### src/rtl/sprg_pkg.sv
`timescale 1ns / 1ps
`default_nettype none
// ----------------------------------------------------------------------------
// sprg_pkg
// Shared types and constants for the stepper pulse ramp generator.
// ----------------------------------------------------------------------------
package sprg_pkg;

	localparam int HP_W          = 16;   // half-period and register width
	localparam int STEP_W        = 16;   // step count field width
	localparam int CFG_IDX_W     = 1;
	localparam int COUNT_W_DEF   = 16;
	localparam int RAMP_DIV      = 5;
	localparam int SNAP_MARGIN   = 5;

	localparam logic [HP_W-1:0] MIN_HP_RESET = 16'd500;
	localparam logic [HP_W-1:0] MAX_HP_RESET = 16'd2000;

	localparam logic [CFG_IDX_W-1:0] REG_MIN_HP = 1'b0;
	localparam logic [CFG_IDX_W-1:0] REG_MAX_HP = 1'b1;

	localparam logic OP_TICK = 1'b0;
	localparam logic OP_MOVE = 1'b1;

	typedef enum logic [3:0] {
		PH_IDLE   = 4'b0001,
		PH_ACCEL  = 4'b0010,
		PH_CRUISE = 4'b0100,
		PH_DECEL  = 4'b1000
	} phase_t;

endpackage

`default_nettype wire

### src/rtl/sprg_if.sv
`timescale 1ns / 1ps
`default_nettype none
// ----------------------------------------------------------------------------
// sprg_if
// Handshake channels of the ramp generator: command, result and config write.
// ----------------------------------------------------------------------------
interface sprg_cmd_if;
	logic                          valid;
	logic                          ready;
	logic                          op;
	logic [sprg_pkg::STEP_W-1:0]   step_count;

	modport source (output valid, output op, output step_count, input ready);
	modport sink   (input valid, input op, input step_count, output ready);
endinterface

interface sprg_res_if;
	logic valid;
	logic ready;
	logic step_level;
	logic busy_res;
	logic done_res;

	modport source (output valid, output step_level, output busy_res, output done_res,
		input ready);
	modport sink   (input valid, input step_level, input busy_res, input done_res,
		output ready);
endinterface

interface sprg_cfg_if;
	logic                             valid;
	logic                             ready;
	logic [sprg_pkg::CFG_IDX_W-1:0]   index;
	logic [sprg_pkg::HP_W-1:0]        data;

	modport source (output valid, output index, output data, input ready);
	modport sink   (input valid, input index, input data, output ready);
endinterface

`default_nettype wire

### src/rtl/stepper_pulse_ramp_generator.sv
`timescale 1ns / 1ps
`default_nettype none
// ----------------------------------------------------------------------------
// stepper_pulse_ramp_generator
// Trapezoidal step pulse generator: accelerate, cruise, decelerate.
// ----------------------------------------------------------------------------
// Each command item (a one-microsecond tick or a move start) returns exactly
// one result item with the step pin level, busy and done. The block handles
// one item at a time. A tick goes straight to its result, or first through
// ST_PER when a new pulse needs its half-period worked out, ST_ENTER when the
// move ends, and ST_ENTER then ST_PER when a new phase begins. A move start
// from idle runs ST_DIV, ST_ENTER and ST_PER; ST_DIV is the one-bit-per-cycle
// restoring divider over QW = max(COUNT_WIDTH, 16) bits that forms the ramp
// increment span/slow; count/5 is a reciprocal multiply. A move of fewer than
// five steps skips the divide, and a move offered while busy goes straight to
// its result. Each result waits in its register until taken.
// Register writes are accepted at any time.
// ----------------------------------------------------------------------------
module stepper_pulse_ramp_generator #(
	parameter int COUNT_WIDTH = sprg_pkg::COUNT_W_DEF
) (
	input  wire             clk,
	input  wire             arst_n,
	sprg_cmd_if.sink        cmd,
	sprg_res_if.source      res,
	sprg_cfg_if.sink        cfg
);

	localparam int CW   = COUNT_WIDTH;
	localparam int QW   = (CW > sprg_pkg::HP_W) ? CW : sprg_pkg::HP_W;
	localparam int IT_W = $clog2(QW);
	localparam int HW   = sprg_pkg::HP_W;

	// count/5 as count * ceil(2^(CW+2)/5) >> (CW+2), exact for every CW-bit count
	localparam int            MUL_SH = CW + 2;
	localparam logic [CW-1:0] RECIP5 = CW'(((64'd1 << MUL_SH) +
		64'(sprg_pkg::RAMP_DIV - 1)) / 64'(sprg_pkg::RAMP_DIV));

	typedef enum logic [4:0] {
		ST_IDLE  = 5'b00001,
		ST_DIV   = 5'b00010,
		ST_ENTER = 5'b00100,
		ST_PER   = 5'b01000,
		ST_OUT   = 5'b10000
	} state_t;

	state_t               state_q;
	sprg_pkg::phase_t     phase_q;
	sprg_pkg::phase_t     ent_from_q;
	logic [HW-1:0]        min_q, max_q;
	logic [CW-1:0]        cnt_q, idx_q, slow_q, cruise_q;
	logic [HW-1:0]        inc_q, off_q, hp_q, tick_q;
	logic                 pin_q, done_q;
	logic [QW-1:0]        rem_q, quo_q, dvs_q;
	logic [IT_W-1:0]      it_q;

	// ---------------- config registers ----------------
	assign cfg.ready = 1'b1;

	always_ff @(posedge clk or negedge arst_n) begin
		if (!arst_n) begin
			min_q <= sprg_pkg::MIN_HP_RESET;
			max_q <= sprg_pkg::MAX_HP_RESET;
		end else if (cfg.valid) begin
			case (cfg.index)
				sprg_pkg::REG_MIN_HP: min_q <= cfg.data;
				sprg_pkg::REG_MAX_HP: max_q <= cfg.data;
				default: ;
			endcase
		end
	end

	// ---------------- slow pulse count ----------------
	logic [CW-1:0]   cnt_c, slow_c;
	logic [2*CW-1:0] prod_c;

	assign cnt_c  = CW'(cmd.step_count);
	assign prod_c = {{CW{1'b0}}, cnt_c} * {{CW{1'b0}}, RECIP5};
	assign slow_c = CW'(prod_c[2*CW-1:MUL_SH]);

	// ---------------- divider step ----------------
	logic [QW:0]   trial_c;
	logic [QW-1:0] rem_nx, quo_nx;

	always_comb begin
		trial_c = {rem_q, quo_q[QW-1]} - {1'b0, dvs_q};
		if (!trial_c[QW]) begin
			rem_nx = trial_c[QW-1:0];
			quo_nx = {quo_q[QW-2:0], 1'b1};
		end else begin
			rem_nx = {rem_q[QW-2:0], quo_q[QW-1]};
			quo_nx = {quo_q[QW-2:0], 1'b0};
		end
	end

	// ---------------- half-period of the current pulse ----------------
	logic [HW-1:0]        span_c, offe_c, hp_c;
	logic [HW:0]          offm_c;
	logic signed [HW+1:0] hp_raw;

	always_comb begin
		span_c = (max_q < min_q) ? '0 : max_q - min_q;
		offm_c = {1'b0, off_q} + (HW+1)'(sprg_pkg::SNAP_MARGIN);
		offe_c = off_q;
		case (phase_q)
			sprg_pkg::PH_ACCEL: begin
				if (offm_c >= {1'b0, span_c})
					offe_c = span_c;
				hp_raw = $signed({2'b00, max_q}) - $signed({2'b00, offe_c});
			end
			sprg_pkg::PH_DECEL: begin
				if (offm_c > {1'b0, span_c})
					offe_c = span_c;
				hp_raw = $signed({2'b00, min_q}) + $signed({2'b00, offe_c});
			end
			default: hp_raw = $signed({2'b00, min_q});
		endcase
		if (hp_raw < $signed({2'b00, min_q}))
			hp_c = min_q;
		else if (hp_raw > $signed({2'b00, {HW{1'b1}}}))
			hp_c = {HW{1'b1}};
		else
			hp_c = hp_raw[HW-1:0];
		if (hp_c == '0)
			hp_c = HW'(1);
	end

	// ---------------- phase entry decision ----------------
	logic [CW+1:0]    used_c;
	logic [CW-1:0]    cruise_c, cruise_v, len_c;
	sprg_pkg::phase_t target_c;

	always_comb begin
		used_c   = {1'b0, slow_q, 1'b0} + (CW+2)'(1);
		cruise_c = ({2'b00, cnt_q} > used_c) ? CW'({2'b00, cnt_q} - used_c) : '0;
		cruise_v = (ent_from_q == sprg_pkg::PH_IDLE) ? cruise_c : cruise_q;
		case (ent_from_q)
			sprg_pkg::PH_IDLE:
				target_c = (slow_q != '0) ? sprg_pkg::PH_ACCEL :
				           (cruise_v != '0) ? sprg_pkg::PH_CRUISE : sprg_pkg::PH_IDLE;
			sprg_pkg::PH_ACCEL:
				target_c = (cruise_v != '0) ? sprg_pkg::PH_CRUISE :
				           (slow_q != '0) ? sprg_pkg::PH_DECEL : sprg_pkg::PH_IDLE;
			sprg_pkg::PH_CRUISE:
				target_c = (slow_q != '0) ? sprg_pkg::PH_DECEL : sprg_pkg::PH_IDLE;
			default: target_c = sprg_pkg::PH_IDLE;
		endcase
		len_c = (phase_q == sprg_pkg::PH_CRUISE) ? cruise_q : slow_q;
	end

	// ---------------- sequencer ----------------
	logic [HW-1:0] tick_nx;
	logic [CW-1:0] idx_nx;

	assign tick_nx = tick_q + HW'(1);
	assign idx_nx  = idx_q + CW'(1);

	assign cmd.ready      = (state_q == ST_IDLE);
	assign res.valid      = (state_q == ST_OUT);
	assign res.step_level = pin_q;
	assign res.busy_res   = (phase_q != sprg_pkg::PH_IDLE);
	assign res.done_res   = done_q;

	always_ff @(posedge clk or negedge arst_n) begin
		if (!arst_n) begin
			state_q  <= ST_IDLE;
			phase_q  <= sprg_pkg::PH_IDLE;
			ent_from_q <= sprg_pkg::PH_IDLE;
			cnt_q    <= '0;
			idx_q    <= '0;
			slow_q   <= '0;
			cruise_q <= '0;
			inc_q    <= '0;
			hp_q     <= '0;
			tick_q   <= '0;
			off_q    <= '0;
			pin_q    <= 1'b0;
			done_q   <= 1'b0;
			rem_q    <= '0;
			quo_q    <= '0;
			dvs_q    <= '0;
			it_q     <= '0;
		end else begin
			case (state_q)
				ST_IDLE: begin
					if (cmd.valid) begin
						done_q <= 1'b0;
						if (cmd.op == sprg_pkg::OP_MOVE) begin
							if (phase_q == sprg_pkg::PH_IDLE) begin
								cnt_q  <= cnt_c;
								slow_q <= slow_c;
								if (slow_c == '0) begin
									inc_q      <= '0;
									ent_from_q <= sprg_pkg::PH_IDLE;
									state_q    <= ST_ENTER;
								end else begin
									// increment = span / slow
									rem_q   <= '0;
									quo_q   <= QW'(span_c);
									dvs_q   <= QW'(slow_c);
									it_q    <= IT_W'(QW-1);
									state_q <= ST_DIV;
								end
							end else begin
								state_q <= ST_OUT;
							end
						end else if (phase_q != sprg_pkg::PH_IDLE) begin
							if (tick_nx >= hp_q) begin
								tick_q <= '0;
								if (pin_q) begin
									pin_q   <= 1'b0;
									state_q <= ST_OUT;
								end else begin
									idx_q <= idx_nx;
									off_q <= off_q + inc_q;
									if (idx_nx < len_c) begin
										pin_q   <= 1'b1;
										state_q <= ST_PER;
									end else begin
										ent_from_q <= phase_q;
										state_q    <= ST_ENTER;
									end
								end
							end else begin
								tick_q  <= tick_nx;
								state_q <= ST_OUT;
							end
						end else begin
							state_q <= ST_OUT;
						end
					end
				end
				ST_DIV: begin
					if (it_q != '0) begin
						rem_q <= rem_nx;
						quo_q <= quo_nx;
						it_q  <= it_q - IT_W'(1);
					end else begin
						inc_q      <= quo_nx[HW-1:0];
						ent_from_q <= sprg_pkg::PH_IDLE;
						state_q    <= ST_ENTER;
					end
				end
				ST_ENTER: begin
					cruise_q <= cruise_v;
					phase_q  <= target_c;
					idx_q    <= '0;
					off_q    <= '0;
					tick_q   <= '0;
					if (target_c != sprg_pkg::PH_IDLE) begin
						pin_q   <= 1'b1;
						state_q <= ST_PER;
					end else begin
						pin_q   <= 1'b0;
						// a move that never starts gives no done
						done_q  <= (ent_from_q != sprg_pkg::PH_IDLE);
						state_q <= ST_OUT;
					end
				end
				ST_PER: begin
					hp_q    <= hp_c;
					state_q <= ST_OUT;
				end
				ST_OUT: begin
					if (res.ready)
						state_q <= ST_IDLE;
				end
				default: state_q <= ST_IDLE;
			endcase
		end
	end

`ifndef SYNTH
	a_no_accept_while_result: assert property (@(posedge clk) disable iff (!arst_n)
		res.valid |-> !cmd.ready)
		else $error("command taken while a result is pending");

	a_done_ends_busy: assert property (@(posedge clk) disable iff (!arst_n)
		(res.valid && res.done_res) |-> !res.busy_res)
		else $error("done reported while still busy");

	a_idle_pin_low: assert property (@(posedge clk) disable iff (!arst_n)
		(res.valid && !res.busy_res) |-> !res.step_level)
		else $error("step pin high with no move running");

	a_hp_nonzero: assert property (@(posedge clk) disable iff (!arst_n)
		(res.valid && res.busy_res) |-> (hp_q != '0))
		else $error("zero half-period during a move");
`endif

endmodule

`default_nettype wire
### src/flat_wrapper.sv
// flat-port wrapper written by rule: the top's interface ports become plain ports
module stepper_pulse_ramp_generator_flat 
#(
	parameter int COUNT_WIDTH = sprg_pkg::COUNT_W_DEF
)
  (clk, arst_n, cmd_valid, cmd_op, cmd_step_count, cmd_ready, res_valid, res_step_level, res_busy_res, res_done_res, res_ready, cfg_valid, cfg_index, cfg_data, cfg_ready);
  sprg_cmd_if cmd_i ();
  sprg_res_if res_i ();
  sprg_cfg_if cfg_i ();
  input  wire clk;
  input  wire arst_n;
  input wire logic [$bits(cmd_i.valid)-1:0] cmd_valid;
  input wire logic [$bits(cmd_i.op)-1:0] cmd_op;
  input wire logic [$bits(cmd_i.step_count)-1:0] cmd_step_count;
  output wire logic [$bits(cmd_i.ready)-1:0] cmd_ready;
  output wire logic [$bits(res_i.valid)-1:0] res_valid;
  output wire logic [$bits(res_i.step_level)-1:0] res_step_level;
  output wire logic [$bits(res_i.busy_res)-1:0] res_busy_res;
  output wire logic [$bits(res_i.done_res)-1:0] res_done_res;
  input wire logic [$bits(res_i.ready)-1:0] res_ready;
  input wire logic [$bits(cfg_i.valid)-1:0] cfg_valid;
  input wire logic [$bits(cfg_i.index)-1:0] cfg_index;
  input wire logic [$bits(cfg_i.data)-1:0] cfg_data;
  output wire logic [$bits(cfg_i.ready)-1:0] cfg_ready;
  assign cmd_i.valid = cmd_valid;
  assign cmd_i.op = cmd_op;
  assign cmd_i.step_count = cmd_step_count;
  assign cmd_ready = cmd_i.ready;
  assign res_valid = res_i.valid;
  assign res_step_level = res_i.step_level;
  assign res_busy_res = res_i.busy_res;
  assign res_done_res = res_i.done_res;
  assign res_i.ready = res_ready;
  assign cfg_i.valid = cfg_valid;
  assign cfg_i.index = cfg_index;
  assign cfg_i.data = cfg_data;
  assign cfg_ready = cfg_i.ready;
  stepper_pulse_ramp_generator #(.COUNT_WIDTH(COUNT_WIDTH)) u_core (.clk(clk), .arst_n(arst_n), .cmd(cmd_i), .res(res_i), .cfg(cfg_i));
endmodule
### config.mk
export PLATFORM = sky130hd
export DESIGN_NAME = stepper_pulse_ramp_generator_flat
export DESIGN_NICKNAME = d
export VERILOG_FILES = /design/src/rtl/sprg_pkg.sv /design/src/rtl/sprg_if.sv /design/src/rtl/stepper_pulse_ramp_generator.sv /design/src/flat_wrapper.sv
export SDC_FILE = /design/constraint.sdc
export NUM_CORES = 1
export LEC_CHECK = 0
export BUFFER_PORTS_ARGS = -buffer_cell sky130_fd_sc_hd__buf_2
export CAP_MARGIN = 20
export CORE_MARGIN = 2
export CORE_UTILIZATION = 55
export DETAILED_ROUTE_END_ITERATION = 16
export PLACE_DENSITY = 0.74
export SYNTH_ARGS = -nofsm -noshare
export SYNTH_HDL_FRONTEND = slang
export SYNTH_SLANG_ARGS = --single-unit
### constraint.sdc
create_clock -name clk -period 8.8 [get_ports clk]
set_clock_uncertainty 0.1 [all_clocks]
set_input_delay 1.76 -clock clk [delete_from_list [all_inputs] [get_ports clk]]
set_output_delay 1.76 -clock clk [all_outputs]
set_load 0.1 [all_outputs]
==> results.py <==
metrics = {
    "placed_design": {
        "io_buffers": 43,
        "dp_hpwl_um": 48800,
        "place_area_mm2": 0.0231,
        "gp_congestion": 0.961,
        "place_inst": 3000,
    },
    "global_route": {
        "first_global_vias": 18900,
        "met1_usage_pct": 43.0,
        "grt_use_total_pct": 30.3,
        "grt_pass1_wl_um": 99700,
        "grt_start_max_net_pins": 85,
        "top_usage_layer": "met2",
        "met2_usage_pct": 48.1,
        "use_met3_pct": 4.72,
        "grt.overflow.total": 0,
        "antenna_found_initial": 1,
    },
    "worst_setup_path": {
        "cp_slowest_cell": "dfstp_2",
        "cp_max_fo": 6,
        "worst_ep_arrival_time_ps": 8890,
        "crit_type": "register to register",
        "cpMostUsedCell": "ha_4",
        "critPathMaxStageDelay_ps": 540,
        "crit_family": "compound AO/OA/AOI/OAI gates",
        "cp.required_ps": 9150,
        "crit_path_end_kind": "register",
        "critical_path_buf_inv_count": 5,
        "start_kind": "register",
    },
    "final_layout": {
        "regArea_mm2": 0.00560,
        "fin_cells": 3081,
        "multi_input_area_mm2": 0.0153,
        "fill_cells": 3232,
        "diodes": 0,
        "area_delta_synth_final_pct": 14.3,
        "fin_nets": 2962,
        "fin_area_mm2": 0.0248,
        "drive_gt1_share_pct": 15.6,
    },
    "yosys": {
        "ys_async_sr_fraction_pct": 100,
        "ys_seq_elements": 223,
        "synthCells": 2404,
        "synth-edff-count": 0,
        "yosysWarnings": 0,
        "syn_avg_cell_area_um2": 9.02,
        "synth_nets": 2823,
        "synth-seq-area-share_pct": 25.8,
        "yosysMostFrequentCell": "ha_1",
        "ys_top_cells_by_count": "ha_1 (293), inv_1 (254), nand2_1 (214)",
        "yosys.area.top_type_share_pct": 24.0,
        "synthDistinctLibCells": 101,
        "synth_top_area_cell": "dfrtp_1",
        "syn_area_mm2": 0.0217,
        "ys.flop_type": "dfrtp_1",
        "yosys-top-cells-area": "dfrtp_1 (24%), ha_1 (17%), fa_1 (8.0%), inv_1 (4.4%), nand2_1 (3.7%)",
    },
    "floorplan": {
        "num_rows": 72,
        "initial_utilization_pct": 55.9,
        "dieArea_mm2": 0.0410,
        "num_io_pins": 45,
        "die_h_um": 203,
        "die_w_um": 203,
        "core-area_mm2": 0.0388,
    },
    "timing": {
        "period_needed_ps": 8540,
        "report.final.slew_viol_count": 0,
        "finalCritPeriodShare_pct": 97.0,
        "finalHoldViolCount": 0,
        "setup_viol": 0,
        "tightestPinTransition_ps": 1140,
        "max_clock_freq_ghz": 0.117,
        "relSlewSlack_pct": 24.0,
        "holdWs_ps": 379,
    },
    "worst_hold_path": {
        "hold_path_class": "register to register",
    },
    "routing": {
        "drt_wl_total_um": 63100,
        "ant_nets": 0,
        "route.detailed.drc": 0,
        "vias": 19100,
        "drt_iter0_drc": 1498,
        "routedWlPerCell_um": 20.5,
        "drt_first_pass_iters": 5,
        "drt-vias-per-instance": 6.19,
    },
    "cts": {
        "clock_latency_ps": 560,
        "cts_root_buffer": "clkbuf_16",
        "htreeDepth": 1,
        "clock-sinks": 223,
        "holdBufCountCts": 0,
        "clock_path_buffers": 3,
        "cts_tree": "yes",
        "numCtsBuffers": 26,
        "clkTransAtPathRegs_ps": 60,
    },
    "power": {
        "p_leak_nw": 11.8,
        "total_power_mw": 9.80,
        "p_per_area_mw_per_mm2": 395,
        "vdd_ir_drop_max_mv": 0.356,
    },
    "outcome": {
        "outcome": "finished, final reports clean",
    },
    "job": {
        "drv_cap": 0,
    },
}
## state kept, by name (all words and copies together) (netlist names)
register	flops
u_core.hp_q	16
u_core.res.done_res	1
u_core.cruise_q	16
u_core.inc_q	16
u_core.rem_q	16
u_core.idx_q	16
u_core.cnt_q	16
u_core.state_q	5
u_core.phase_q	4
u_core.dvs_q	14
u_core.min_q	16
u_core.ent_from_q	4
u_core.quo_q	16
u_core.off_q	16
u_core.tick_q	16
u_core.max_q	16
u_core.res.step_level	1
u_core.it_q	4
u_core.slow_q	14
## layout make-up
type / instances / area share (%)
flip-flops and latches: 223 / 22.6
clock buffers: 36 / 2.98
inverters: 255 / 3.87
clock inverters: 12 / 0.712
repair buffers: 180 / 5.36
multi-input cells: 1857 / 61.9
well taps: 518 / 2.61
## worst register-to-register path: cells and delay by family (launching register included)
family          cells  cell delay, ps
compound gates     22            4560
xor+xnor            1             100
fa+ha+maj           5            1290
buf+inv             5             550
flops               1             540
mux                 1             360
simple gates        9             970
## per-layer routing
metal  wire length (um)  vias to the layer above  part of all wire [%]
met1              28400                     9379                    45
li1                   -                     8867                     -
met3               4380                      163                   6.9
met5                 11                        -                 0.017
met2              28400                      659                    45
met4               1900                        2                   3.0
## repair_timing
item,4_1_cts,5_1_grt
buffers inserted,15,14
endpoints found under the setup margin,1,16
resized for setup,5,100
gates cloned,0,1
pin swaps,3,45
## worst paths after layout
| kind | cells after the start | slack, ps | to | from |
|---|---|---|---|---|
| setup / recovery | 43 | 260 | u_core.hp_q[0]$_DFFE_PN0P_ | u_core.min_q[2]$_DFFE_PN1P_ |
| hold / removal | 1 | 380 | u_core.dvs_q[8]$_DFFE_PN0P_ | u_core.dvs_q[8]$_DFFE_PN0P_ |
| setup reg to reg | 43 | 260 | u_core.hp_q[0]$_DFFE_PN0P_ | u_core.min_q[2]$_DFFE_PN1P_ |
| hold reg to reg | 1 | 380 | u_core.dvs_q[8]$_DFFE_PN0P_ | u_core.dvs_q[8]$_DFFE_PN0P_ |
| max in group asynchronous | 2 | 6190 | u_core.tick_q[3]$_DFFE_PN0P_ | arst_n |
| min in group asynchronous | 1 | 1090 | u_core.max_q[13]$_DFFE_PN0P_ | arst_n |
## cells by family (layout without fill, tap and decap cells)
family	count (synthesis)	after routing	share of synthesized area (%)
other	1	1	0.0173
AND/OR/NAND/NOR	672	672	14.9
buffers and inverters	324	483	5.85
flip-flops	223	223	25.8
adder cells (fa/ha/maj)	380	380	24.9
multiplexers	79	79	3.92
AO/OA/AOI/OAI	592	592	19.2
XOR/XNOR	133	133	5.41
## cells in the final DEF (no fill, tap or decap), drive strengths merged, types with 20 or more instances in the layout
master  synthesis  routed
clkbuf         53      37
a22o           29      29
xnor2          77      77
nand2         215     215
nor2          150     150
and3           31      31
mux2i          37      37
a21o           35      35
o21a           26      26
nand3          71      71
buf            16     179
fa             87      87
nor2b          20      20
inv           255     255
a21oi         125     125
dfrtp         208     208
o21ai         155     155
o31ai          20      20
nor3           49      49
ha            293     293
and2           29      29
mux2           42      42
xor2           56      56
## stage by stage
step / TNS, ps / util (%) / setup WS [ps]
2_1_floorplan: 0 / - / 58.1
3_3_place_gp: 0 / 59.4 / 104
3_5_place_dp: -86.2 / 59.4 / -86.2
4_1_cts: 0 / 62.1 / 8.05
5_1_grt: -86.3 / 63.9 / -86.3
6_report: 0 / 63.9 / 260
## power by group
group | total [mW] | switching, mW | internal [mW] | leakage [nW]
Clock | 1.17 | 0.467 | 0.705 | 0.431
Combinational | 7.10 | 4.19 | 2.91 | 8.48
Sequential | 1.53 | 0.239 | 1.29 | 2.89
Note: power is estimated with default switching activity, not from simulation.
